==> src/hdl/ppid_pkg.sv <==
`default_nettype none

package ppid_pkg;

  localparam int DataWidth     = 16;
  localparam int GainWidth     = 16;
  localparam int LimitWidth    = 15;
  localparam int WindowWidth   = 16;
  localparam int CfgDataWidth  = 16;
  localparam int CfgIndexWidth = 3;

  localparam int ErrWidth   = DataWidth + 1;
  localparam int DiffWidth  = DataWidth + 2;
  localparam int PropWidth  = GainWidth + ErrWidth + 1;
  localparam int DerivWidth = GainWidth + DiffWidth + 1;

  typedef logic [CfgIndexWidth-1:0] cfg_index_t;

  localparam cfg_index_t RegGainP    = 3'd0;
  localparam cfg_index_t RegGainI    = 3'd1;
  localparam cfg_index_t RegGainD    = 3'd2;
  localparam cfg_index_t RegDriveMax = 3'd3;
  localparam cfg_index_t RegDriveMin = 3'd4;
  localparam cfg_index_t RegWindup   = 3'd5;
  localparam cfg_index_t RegWindow   = 3'd6;

  localparam logic signed [DataWidth-1:0] DriveMaxReset = 16'sh7fff;
  localparam logic signed [DataWidth-1:0] DriveMinReset = 16'sh8000;
  localparam logic [LimitWidth-1:0]       WindupReset   = 15'd500;
  localparam logic [WindowWidth-1:0]      WindowReset   = 16'd50;

  typedef struct packed {
    logic signed [DataWidth-1:0] measured;
    logic signed [DataWidth-1:0] setpoint;
  } in_t;

  typedef struct packed {
    logic signed [DataWidth-1:0] drive;
    logic                        clipped;
  } out_t;

  typedef struct packed {
    logic [GainWidth-1:0]        gain_p;
    logic [GainWidth-1:0]        gain_i;
    logic [GainWidth-1:0]        gain_d;
    logic signed [DataWidth-1:0] drive_max;
    logic signed [DataWidth-1:0] drive_min;
    logic [LimitWidth-1:0]       windup_limit;
    logic [WindowWidth-1:0]      integrate_window;
  } cfg_t;

  typedef struct packed {
    logic signed [PropWidth-1:0]  p_term;
    logic signed [PropWidth-1:0]  i_term;
    logic signed [DerivWidth-1:0] d_term;
    logic                         in_window;
  } term_t;

endpackage

`default_nettype wire

==> src/hdl/ppid_back.sv <==
`default_nettype none

module ppid_back #(
  parameter int GAIN_FRAC_BITS = 8
) (
  input  wire logic            clk,
  input  wire logic            rst,
  input  wire logic            load,
  input  wire ppid_pkg::term_t term,
  input  wire ppid_pkg::cfg_t  cfg,
  output ppid_pkg::out_t       result
);
  import ppid_pkg::*;

  localparam int LimW   = LimitWidth + GAIN_FRAC_BITS;
  localparam int IntW   = LimW + 1;
  localparam int AccW   = ((IntW > PropWidth) ? IntW : PropWidth) + 1;
  localparam int TermW  = (PropWidth > DerivWidth) ? PropWidth : DerivWidth;
  localparam int SumW   = ((TermW > IntW) ? TermW : IntW) + 2;

  logic signed [IntW-1:0] integral_sum;
  logic signed [IntW-1:0] integral_next;
  logic [LimW-1:0]        lim_mag;
  logic signed [AccW-1:0] lim_pos;
  logic signed [AccW-1:0] lim_neg;
  logic signed [AccW-1:0] acc;
  logic signed [AccW-1:0] acc_clamped;
  logic signed [SumW-1:0] sum;
  logic signed [SumW-1:0] shifted;
  logic signed [SumW-1:0] hi;
  logic signed [SumW-1:0] lo;
  out_t                   result_next;

  assign lim_mag = LimW'(cfg.windup_limit) << GAIN_FRAC_BITS;
  assign lim_pos = AccW'(lim_mag);
  assign lim_neg = -lim_pos;
  assign acc     = AccW'(integral_sum) + AccW'(term.i_term);

  always_comb begin
    if (acc > lim_pos) begin
      acc_clamped = lim_pos;
    end else if (acc < lim_neg) begin
      acc_clamped = lim_neg;
    end else begin
      acc_clamped = acc;
    end
    integral_next = term.in_window ? IntW'(acc_clamped) : integral_sum;
  end

  assign sum     = SumW'(term.p_term) + SumW'(integral_next) + SumW'(term.d_term);
  assign shifted = sum >>> GAIN_FRAC_BITS;
  assign hi      = SumW'(cfg.drive_max);
  assign lo      = SumW'(cfg.drive_min);

  always_comb begin
    if (shifted > hi) begin
      result_next.drive   = cfg.drive_max;
      result_next.clipped = 1'b1;
    end else if (shifted < lo) begin
      result_next.drive   = cfg.drive_min;
      result_next.clipped = 1'b1;
    end else begin
      result_next.drive   = DataWidth'(shifted);
      result_next.clipped = 1'b0;
    end
  end

  always_ff @(posedge clk) begin
    if (rst) begin
      integral_sum <= '0;
    end else if (load) begin
      integral_sum <= integral_next;
    end
  end

  always_ff @(posedge clk) begin
    if (load) begin
      result <= result_next;
    end
  end

endmodule

`default_nettype wire

==> config.mk <==
export PLATFORM = sky130hd
export DESIGN_NAME = ppid_back
export DESIGN_NICKNAME = d
export VERILOG_FILES = /design/src/hdl/ppid_pkg.sv /design/src/hdl/ppid_back.sv
export SDC_FILE = /design/constraint.sdc
export NUM_CORES = 1
export LEC_CHECK = 0
export CAP_MARGIN = 20
export CORE_MARGIN = 2
export CORE_UTILIZATION = 55
export DETAILED_ROUTE_END_ITERATION = 16
export DONT_BUFFER_PORTS = 1
export GPL_ROUTABILITY_DRIVEN = 0
export PLACE_DENSITY = 0.7
export SLEW_MARGIN = 20
export SYNTH_ARGS = -nofsm -noshare
export SYNTH_HDL_FRONTEND = slang
export SYNTH_SLANG_ARGS = --single-unit
==> constraint.sdc <==
create_clock -name clk -period 28.3 [get_ports clk]
set_input_delay 2.83 -clock clk [delete_from_list [all_inputs] [get_ports clk]]
set_output_delay 2.83 -clock clk [all_outputs]
set_load 0.005 [all_outputs]
== Word level (Yosys, flattened, before mapping) ==
Index checks and enable logic that the tools add are counted.

* Register bits after elaboration: 41
* Latch bits: 0
* Bits in writable memories: 0
* ROM bits: 0
* Bits of input ports: 218
* Word-level logic and storage cells: 16
* Memories: 0

* $add $sub $neg: 4
* Multipliers: 0
* Div/mod/pow operators: 0
* $lt $le $gt $ge: 4
* Equality and inequality tests: 0
* Shift-type cells: 0
* Mux-type cells: 5
* Bitwise gates (word level): 0
* Reduce and logical (&&, ||, !) cells: 0

{| class="wikitable"
|+ Operator list
! kind !! count
|-
| two-way mux 24 bit || 3
|-
| adder 35 x 35 -> 36 bit || 1
|-
| adder 24 x 34 -> 35 bit || 1
|-
| adder 34 x 24 -> 35 bit || 1
|-
| > comparator 35 x 24 -> 1 bit || 1
|-
| less-than comparator 35 bit || 1
|-
| negation 23 -> 35 bit || 1
|-
| two-way mux 17 bit || 2
|-
| > comparator 28 x 16 -> 1 bit || 1
|-
| less-than comparator 28 x 16 -> 1 bit || 1
|}

== Depth between registers and ports, before layout ==
* Depth in word-level cells: 10
* Depth in mapped cells: 57

== Worst setup path after synthesis ==
OpenSTA, ideal clock, no wires.

* Path kind: input to register
* From: input term[45] in the netlist's numbering
* To: register result[15] in the netlist's numbering, data pin
* Library setup time: 0.259 ns
* Arrival time: 13.372 ns
* Setup slack: 14.669 ns
* Stages on the path: 43
* Buffers on the path: 3
* Path through: ha_1 -> buf_2 -> a21oi_1 -> inv_1 -> o41ai_1 -> nand2_1 -> a21oi_1 -> o21bai_1 -> a21o_1 -> xor2_1 -> ha_1 -> nand2_1 -> nor3_1 -> nand3_1 -> a2111oi_1 -> a31oi_1 -> o211a_1 -> or4b_1 -> (+7 left out) -> a21o_1 -> a21o_1 -> a21o_1 -> a21o_1 -> a221o_1 -> a31oi_1 -> xnor2_1 -> ha_1 -> nand4_1 -> nor3_1 -> nand2_1 -> or4_1 -> o22ai_1 -> a21oi_1 -> o31ai_4 -> buf_6 -> nor3b_1 -> a211o_1

{| class="wikitable"
|+ RTL lines
! element !! RTL line !! text
|-
| start: declaration || ppid_back.sv:9 || <nowiki>input wire ppid_pkg::term_t term,</nowiki>
|-
| end signal: assignment || ppid_back.sv:78 || <nowiki>result <= result_next;</nowiki>
|-
| end: declaration || ppid_back.sv:11 || <nowiki>output ppid_pkg::out_t result</nowiki>
|}

==> impl_metrics.ini <==
[status]
outcome = completed

[synthesis]
ys_seq_area_share_pct = 10.7
avgSynthCellArea_um2 = 7.67
synthArstFlopShare_pct = 0
syn-instance-count = 1211
syn-cell-area_um2 = 9280
yosysWarnings = 0
synth-edff-count = 17
synthDistinctLibCells = 76
synth_nets = 1629
synth_seq_cells = 41
yosys_most_used_dff = dfxtp_1

[critical_path]
r2r.worst_path.cells = 56
rr_endpoint = result[15]
worst-path-max-fanout = 30
crit_type = in -> reg
cpPeakStageDelay_ns = 0.59
start_kind = primary input
crit_path_top_delay_cell = or4b_1
worstPathRequired_ns = 28.34
cp.buffers_inverters = 5
worst_ep_arrival_time_ns = 15.52
r2r_start = integral_sum[0]
cp_top_family = compound AO/OA/AOI/OAI gates
cp-end-kind = flop
rrSetupSlack_ns = 14.89

[timing]
slew_violations = 0
grt_setup_unrepaired = no
hold_viol = 0
setup_viol = 0
worst_pin_slew_ns = 0.815
finalSetupTns_ns = 0
clock.fmax_mhz = 64.6
fin_crit_ns = 15.48
setup_slack_ns = 12.82
relSlewSlack_pct = 45.6
skew_ns = 0.00843
whs_ns = 0.510
period_share_pct = 54.7

[cts]
clockRootBuffer = clkbuf_16
clk_pin_slew_worst_paths_ns = 0.07
ctsHtreeMaxLevel = 2
ctsHoldBuffers = 0
cts_made_buffers = 5
cts_tree = done
clock_sinks = 41
clock_latency_ns = 0.29
cts_setup_buffers = 0
clk_path_buf_depth = 2
post_cts_resized = 0

[detailed_routing]
antenna_left = 0
vias_per_cell = 6.16
drt-total-wl_um = 24800
wl_per_cell_um = 17.7
first_pass_iters = 7
drt_drc_violations_left = 0
drtIter0Drc = 542
vias = 8640

[power]
power_density_nw_per_um2 = 66.0
ir_worst_vdd_uv = 61.6
leakage_nw = 4.60

[final_layout]
final_nets = 1599
layout-drive-gt1-share_pct = 3.38
area_delta_synth_final_pct = 3.37
diodes = 0

[global_route]
grt_pass1_vias = 8031
grt_max_degree = 50
antenna_found_initial = 0
grt_first_pass_wirelength_um = 39600
track_usage_pct = 27.2
grt_overflow = 0

[place]
dp_hpwl_um = 21100
io_buffers = 0
dp_slack_ns = 12.79

[floorplanning]
core_area_um2 = 16500
start_util_pct = 56.2
die_y_um = 134
io_pins = 235
chipWidth_um = 134
rows = 47
dieArea_um2 = 17900

[run]
maxCapViolations = 0

[hold_path]
hold_start = integral_sum[7]
whs_endpoint = integral_sum[7]
hold_depth = 2
hold_class = reg -> reg
## worst max path at each step
stage | slack, ns | from | endpoint | cells past startpoint
after global routing | 12.14 | term[36] | result[15] | 56
final | 12.82 | term[36] | result[15] | 56
after CTS | 13.01 | term[36] | result[15] | 55
after floorplan | 14.67 | term[45] | result[15] | 43
after global placement | 12.74 | term[36] | result[15] | 55
after detailed placement | 12.79 | term[36] | result[15] | 55
## cells in the final DEF (no fill, tap or decap), types with 11 or more instances in the layout
cell      netlist  layout
xor2_1         23      23
nor3_1         17      17
edfxtp_1       17      17
nand2_1       106     106
a31oi_1        19      19
o221ai_1       14      14
o21a_1         11      11
dfxtp_1        24      24
a21oi_1       105     105
a21o_1         35      35
nand4_1        26      26
fa_1           35      35
nor2_1        112     111
mux2i_1        22      22
nand3_1        37      37
a211oi_1       25      25
xnor2_1        34      34
nor2b_1        16      16
inv_1         112     112
o21ai_0        53      53
nand2b_1       14      14
ha_1          165     165
## logic make-up after synthesis
| group | after synthesis | synth area share (%) |
|---|---|---|
| and+or+nand+nor | 388 | 20.1 |
| buffers and inverters | 154 | 6.47 |
| xor gates and xnor gates | 58 | 5.55 |
| muxes | 30 | 3.34 |
| adders and majority gates | 200 | 29.8 |
| DFF | 41 | 10.7 |
| AOI/OAI and AO/OA | 340 | 24.1 |
## cell type report
cell class                 instances  area, µm²
clock buffer                       6        150
clock inverter                     2       16.3
fill                            1542       6930
inverter                         112        420
multi-input combinational       1016       7700
sequential                        41        991
tap                              220        275
timing repair buffer               5       41.3
## layer usage
metal	track usage (%)	part of all wire, %
met1	36.4	45
met2	45.6	46
met3	5.25	7.6
met4	6.21	1.8
met5	0	0
## synth_stat cells (3+ instances only)
cell type,count,share of area (%)
o21ai_0,53,2.9
and3_1,9,0.61
or4_1,3,0.24
o211ai_1,6,0.49
nand2b_1,14,0.94
o21a_1,11,0.89
a21oi_1,105,5.7
nand4_1,26,1.8
a221o_1,4,0.43
a211oi_1,25,2.0
xor2_1,23,2.2
o21bai_1,5,0.40
and4_1,5,0.47
a211o_1,5,0.47
ha_1,165,22
buf_2,3,0.16
nand2_1,106,4.3
a31oi_1,19,1.3
edfxtp_1,17,5.5
a31o_2,4,0.38
a21o_1,35,2.8
dfxtp_1,24,5.2
mux2i_1,22,2.4
o22ai_1,9,0.61
nor3_1,17,0.92
nor2b_1,16,1.1
o2111ai_1,5,0.47
and2_1,9,0.61
a221oi_1,5,0.47
nand4b_1,3,0.28
clkbuf_1,34,1.4
o221ai_1,14,1.3
or3_1,8,0.54
fa_1,35,7.5
a21oi_2,3,0.28
xnor2_1,34,3.2
o21ai_1,3,0.16
a41oi_1,3,0.28
nor2_1,112,4.5
nor4_1,9,0.61
nand3_1,37,2.0
nor3b_1,6,0.49
mux2_2,8,0.97
inv_1,112,4.5
## registers in the layout, indices dropped and copies added (netlist names)
| register | cells |
|---|---|
| result | 17 |
| integral_sum | 24 |
## worst reg2reg max path, delay by kind of cell (launching register included)
family	cells	cell delay, ns
compound gates	25	5.62
mux	1	0.17
buf+inv	5	0.67
fa+ha+maj	6	1.96
xor+xnor	2	0.67
flops	1	0.41
simple gates	17	3.68
## power by group
group / switching (W) / internal, W / total [W]
registers: 0.0000101 / 0.0000872 / 0.0000973
clock network: 0.0000244 / 0.0000382 / 0.0000626
logic: 0.000277 / 0.000196 / 0.000473
total: 0.000312 / 0.000321 / 0.000633
## metrics by stage
stage	util, %	cell area (µm²)	cells	power [W]
after floorplan	-	9280	1211	0.000469
final	58.1	9600	1402	0.000633
after global routing	58.1	9600	1402	0.000703
after detailed placement	57.0	9420	1393	0.000560
after global placement	57.0	9420	1393	0.000552
after CTS	58.0	9580	1401	0.000627
Note: power is estimated with default switching activity, not from simulation.
